--- src/rtl/rotated_exit_angle_macros.svh ---
// Assertion macros used by the RTL that checks itself.
`ifndef ROTATED_EXIT_ANGLE_MACROS_SVH
`define ROTATED_EXIT_ANGLE_MACROS_SVH

// Check that exp holds in the same cycle as cond.
`define REA_ASSERT_NOW(label, cond, exp, msg) \
  label: assert property (@(posedge clk) disable iff (!rst_n) (cond) |-> (exp)) \
    else $error(msg);

// Check that exp holds in the cycle after cond.
`define REA_ASSERT_NEXT(label, cond, exp, msg) \
  label: assert property (@(posedge clk) disable iff (!rst_n) (cond) |=> (exp)) \
    else $error(msg);

`endif

--- src/rtl/rea_pkg.sv ---
package rea_pkg;

  localparam int ANGLE_FRAC_BITS = 14;
  localparam int CORDIC_STAGES   = 16;
  localparam int WFRAC           = 30;
  localparam int SHIFT           = WFRAC - ANGLE_FRAC_BITS;
  localparam int SQRT_STAGES     = 32;
  localparam int NLANE           = 4;
  localparam int IDX_W           = 5;

  // Widths of the datapath words
  localparam int ANG_W  = 36;  // Q30 angle before reduction
  localparam int RA_W   = 33;  // Q30 residual or accumulated angle
  localparam int TRIG_W = 33;  // Q30 sine, cosine and vector parts
  localparam int SQ_W   = 64;  // Q60 squared length
  localparam int VEC_W  = 36;  // vectoring CORDIC parts

  localparam int PIPE_DEPTH = 4 + CORDIC_STAGES + 4 + SQRT_STAGES + CORDIC_STAGES;

  localparam logic signed [ANG_W-1:0] PI_Q30      = 36'sd3373259426;
  localparam logic signed [ANG_W-1:0] HALF_PI_Q30 = 36'sd1686629713;
  localparam logic signed [ANG_W-1:0] TWO_PI_Q30  = 36'sd6746518852;
  localparam logic signed [TRIG_W-1:0] GAIN_Q30   = 33'sd652032874;
  localparam logic signed [ANG_W-1:0] HALF_LSB    = 36'sd1 <<< (SHIFT - 1);
  localparam logic signed [ANG_W-1:0] EXIT_LIM    = (HALF_PI_Q30 + HALF_LSB) >>> SHIFT;

  // Lane order of the rotation CORDIC
  localparam int LANE_THETA = 0;
  localparam int LANE_BETA  = 1;
  localparam int LANE_ROTY  = 2;
  localparam int LANE_ROTX  = 3;

  // Configuration register indexes
  localparam logic CFG_INCIDENCE = 1'b0;
  localparam logic CFG_TILT      = 1'b1;

  typedef struct packed {
    logic signed [TRIG_W-1:0] x;
    logic signed [TRIG_W-1:0] y;
    logic signed [RA_W-1:0]   a;
    logic                     neg;
  } rot_t;

  typedef struct packed {
    logic [SQ_W-1:0]          v;
    logic [SQ_W-1:0]          r;
    logic signed [TRIG_W-1:0] z;
  } sqrt_t;

  typedef struct packed {
    logic signed [VEC_W-1:0] x;
    logic signed [VEC_W-1:0] y;
    logic signed [RA_W-1:0]  ang;
    logic                    zero;
  } vec_t;

  // atan(2^-i) in Q30, rounded to nearest
  function automatic logic signed [RA_W-1:0] atan_q30(input logic [IDX_W-1:0] idx);
    case (idx)
      5'd0:  return 33'sd843314857;
      5'd1:  return 33'sd497837829;
      5'd2:  return 33'sd263043837;
      5'd3:  return 33'sd133525159;
      5'd4:  return 33'sd67021687;
      5'd5:  return 33'sd33543516;
      5'd6:  return 33'sd16775851;
      5'd7:  return 33'sd8388437;
      5'd8:  return 33'sd4194283;
      5'd9:  return 33'sd2097149;
      5'd10: return 33'sd1048576;
      5'd11: return 33'sd524288;
      5'd12: return 33'sd262144;
      5'd13: return 33'sd131072;
      5'd14: return 33'sd65536;
      5'd15: return 33'sd32768;
      5'd16: return 33'sd16384;
      5'd17: return 33'sd8192;
      5'd18: return 33'sd4096;
      5'd19: return 33'sd2048;
      5'd20: return 33'sd1024;
      5'd21: return 33'sd512;
      5'd22: return 33'sd256;
      5'd23: return 33'sd128;
      5'd24: return 33'sd64;
      5'd25: return 33'sd32;
      5'd26: return 33'sd16;
      5'd27: return 33'sd8;
      default: return '0;
    endcase
  endfunction

  // Q30 product with floor rounding
  function automatic logic signed [TRIG_W-1:0] qmul(input logic signed [TRIG_W-1:0] a,
                                                    input logic signed [TRIG_W-1:0] b);
    logic signed [2*TRIG_W-1:0] p;
    p = a * b;
    return TRIG_W'(p >>> WFRAC);
  endfunction

endpackage

--- src/rtl/rea_sqrt_cell.sv ---
module rea_sqrt_cell import rea_pkg::*; (
  input  logic             clk,
  input  logic             en,
  input  logic [IDX_W-1:0] stage_idx,
  input  sqrt_t            d,
  output sqrt_t            q
);

  sqrt_t           q_r;
  sqrt_t           q_nxt;
  logic [6:0]      sh;
  logic [SQ_W-1:0] one_w;
  logic [SQ_W-1:0] trial;

  // Settle one root bit per cell
  always_comb begin
    sh    = 7'd62 - {1'b0, stage_idx, 1'b0};
    one_w = 64'd1 << sh;
    trial = d.r + one_w;
    q_nxt = d;
    if (d.v >= trial) begin
      q_nxt.v = d.v - trial;
      q_nxt.r = (d.r >> 1) + one_w;
    end else begin
      q_nxt.r = d.r >> 1;
    end
  end

  always_ff @(posedge clk) begin
    if (en) begin
      q_r <= q_nxt;
    end
  end

  assign q = q_r;

endmodule

--- config.mk ---
export PLATFORM = sky130hd
export DESIGN_NAME = rea_sqrt_cell
export DESIGN_NICKNAME = d
export VERILOG_FILES = /design/src/rtl/rotated_exit_angle_macros.svh /design/src/rtl/rea_pkg.sv /design/src/rtl/rea_sqrt_cell.sv
export SDC_FILE = /design/constraint.sdc
export NUM_CORES = 1
export LEC_CHECK = 0
export BUFFER_PORTS_ARGS = -buffer_cell sky130_fd_sc_hd__buf_2
export CORE_ASPECT_RATIO = 1.1
export CORE_MARGIN = 5
export CORE_UTILIZATION = 50
export DETAILED_ROUTE_END_ITERATION = 10
export GPL_TIMING_DRIVEN = 0
export PLACE_DENSITY_LB_ADDON = 0.25
export SYNTH_ARGS = -nofsm -noshare
export SYNTH_HDL_FRONTEND = slang
export SYNTH_SLANG_ARGS = --single-unit
--- constraint.sdc ---
create_clock -name clk -period 16.1 [get_ports clk]
set_input_delay 0.805 -clock clk [delete_from_list [all_inputs] [get_ports clk]]
set_output_delay 0.805 -clock clk [all_outputs]
set_load 0.02 [all_outputs]
==> flow_summary.json <==
{
  "syn_to_final_growth_pct": 18.4,
  "netlist_instances": 1755,
  "hold_violations": 0,
  "status": "finished, final reports clean",
  "root_buffer": "clkbuf_16",
  "fin_tns_setup_ns": 0,
  "synth.distinct_cells": 91,
  "drv_cap": 0,
  "drc": 0,
  "synth_area_um2": 15200,
  "ant_nets": 0,
  "grt_pass1_wl_um": 78500,
  "cts_max_path_buffers": 2,
  "ys.flop_type": "edfxtp_1",
  "cp_max_fo": 10,
  "drv_slew": 0,
  "slew_headroom": 0.437,
  "cts_resized": 0,
  "final_common_cell": "buf_2",
  "worstPathArrival_ns": 7.74,
  "required_ns": 16.23,
  "rows": 66,
  "power_w": 0.00154,
  "num_io_pins": 329,
  "period_share": 0.473,
  "yosysWarnings": 0,
  "die_width_um": 176,
  "end_kind": "flop",
  "htreeDepth": 4,
  "syn_avg_cell_area_um2": 8.63,
  "power_density_nw_per_um2": 85.8,
  "numCtsBuffers": 17,
  "synth_edf_count": 161,
  "path_clk_slew_ns": 0.08,
  "finalNetCount": 2394,
  "ys_async_sr_fraction": 0,
  "die_area_um2": 33900,
  "grt_use_total": 0.294,
  "cts.sinks": 161,
  "cts_hold_buffers": 0,
  "max_freq_ghz": 0.131,
  "ys_ff_latch": 161,
  "initialDrtViolationCount": 1016,
  "antenna_found_initial": 8,
  "grt_max_degree": 87,
  "core_area_um2": 29700,
  "tightest_slew_ns": 0.845,
  "crit_type": "in -> reg",
  "ys_seq_area_frac": 0.319,
  "post_cts_buffers": 0,
  "io_buffer_count": 324,
  "largest_reg_flops": 161,
  "cts_tree": "yes",
  "dr.pass1.iters": 6,
  "vdd_drop_max_mv": 0.0544,
  "layout_common_cells": "buf_2, nand2_1, nor2_1",
  "die_h_um": 193,
  "cp-start-kind": "primary input",
  "vias": 14900,
  "drive_gt1_frac": 0.225,
  "dp_hpwl_um": 41700,
  "vias_per_cell": 6.00,
  "rsz0062_at_grt": "no",
  "grt_overflow": 0,
  "num-fill-cells": 2725,
  "gp_congestion": 0.960,
  "avgRoutedWirePerCell_um": 20.7,
  "start_util": 0.510,
  "fin_crit_ns": 7.61,
  "p_leak_nw": 7.38,
  "hold_class": "in -> reg",
  "grt_pass1_vias": 14600,
  "setup_viol": 0,
  "synth_nets": 2050,
  "wl_um": 51400
}
## Yosys cell counts (4+ instances only)
master	instances	area, um2
nand2_1	199	747
nor2_1	182	683
edfxtp_1	161	4830
a21oi_1	159	796
ha_1	126	1580
o21ai_0	121	606
xor2_1	93	815
xnor2_1	87	762
a31oi_1	52	325
clkbuf_1	45	169
nand4_1	43	269
a21o_1	40	300
inv_1	34	128
nand3_1	30	150
o21bai_1	28	210
a21oi_2	23	201
nand2b_1	18	113
nor2_2	18	113
and3_1	17	106
nor2b_1	17	106
o21ai_1	17	85.1
o21a_1	16	120
and2_1	15	93.8
nor3_1	14	70.1
buf_2	12	60.1
buf_6	12	135
o31ai_1	11	82.6
or2_2	11	68.8
or3_1	11	68.8
a31o_2	10	87.6
nor4_1	10	62.6
o211ai_1	8	60.1
and4_1	6	52.6
o22ai_1	6	37.5
a211oi_1	5	37.5
buf_4	5	37.5
a211o_1	4	35.0
a221o_1	4	40.0
a22oi_1	4	30.0
nor3b_1	4	30.0
o211a_1	4	40.0
## report_power, final
group          switching (W)  internal (W)
Combinational       0.000349      0.000184
Sequential         0.0000112      0.000524
Clock               0.000193      0.000277
Total               0.000554      0.000986
## critical path, cell delays in order
cell	delay, ns
buf_2	0.14
or2_2	0.29
clkbuf_1	0.25
nor2_1	0.24
ha_1	0.32
a31o_1	0.26
a31oi_1	0.36
o31ai_4	0.19
a211oi_4	0.34
a22o_4	0.19
o21ai_2	0.08
a221o_2	0.40
a21oi_2	0.23
inv_1	0.06
a31oi_1	0.19
xor2_1	0.35
ha_1	0.30
clkbuf_1	0.18
a21o_1	0.21
a21o_1	0.17
a21oi_1	0.26
nand2_1	0.09
o41a_1	0.46
a221oi_2	0.40
clkbuf_1	0.68
o21ai_0	0.31
## routing by layer
metal	vias up	global-route usage	routed length, um
met5	-	0	45
met4	8	0.0975	1550
met3	92	0.0423	3140
met2	593	0.549	26500
met1	7048	0.347	20200
li1	7192	-	-
## cell families (layout without fill, tap and decap cells)
kind of cell / Yosys count / count (layout) / share of synthesized area
other: 0 / 3 / 0
and+or+nand+nor: 613 / 613 / 0.192
xor gates and xnor gates: 180 / 180 / 0.104
DFF: 161 / 161 / 0.319
AOI/OAI and AO/OA: 565 / 565 / 0.244
adders and majority gates: 128 / 128 / 0.106
buffers and inverters: 108 / 465 / 0.0349
## stage by stage
step / cells / hold slack, ns / area (um2) / util / worst slack, ns
after global routing: 2488 / 0.512 / 17900 / 0.603 / 8.08
after CTS: 2486 / 0.523 / 17900 / 0.603 / 8.53
after floorplan: 1755 / 0.904 / 15200 / - / 9.70
after global placement: 2453 / 0.981 / 17200 / 0.580 / 8.07
final: 2489 / 0.527 / 17900 / 0.603 / 8.49
after detailed placement: 2454 / 0.983 / 17300 / 0.581 / 8.07
## layout make-up
type / count / area [um2] / share of cell area
Clock buffer: 17 / 425 / 0.0237
Multi-Input combinational cell: 1486 / 9790 / 0.546
Sequential cell: 161 / 4830 / 0.270
Antenna cell: 3 / 7.51 / 0.000419
Buffer: 74 / 402 / 0.0224
Inverter: 34 / 128 / 0.00711
Clock inverter: 15 / 228 / 0.0127
Timing Repair Buffer: 325 / 1660 / 0.0923
Tap cell: 374 / 468 / 0.0261
## worst paths after layout
kind                  cells past startpoint     to         start
worst min-delay path                      1  q[20]         d[20]
worst max-delay path                     26  q[83]  stage_idx[0]
Note: power is estimated with default switching activity, not from simulation.
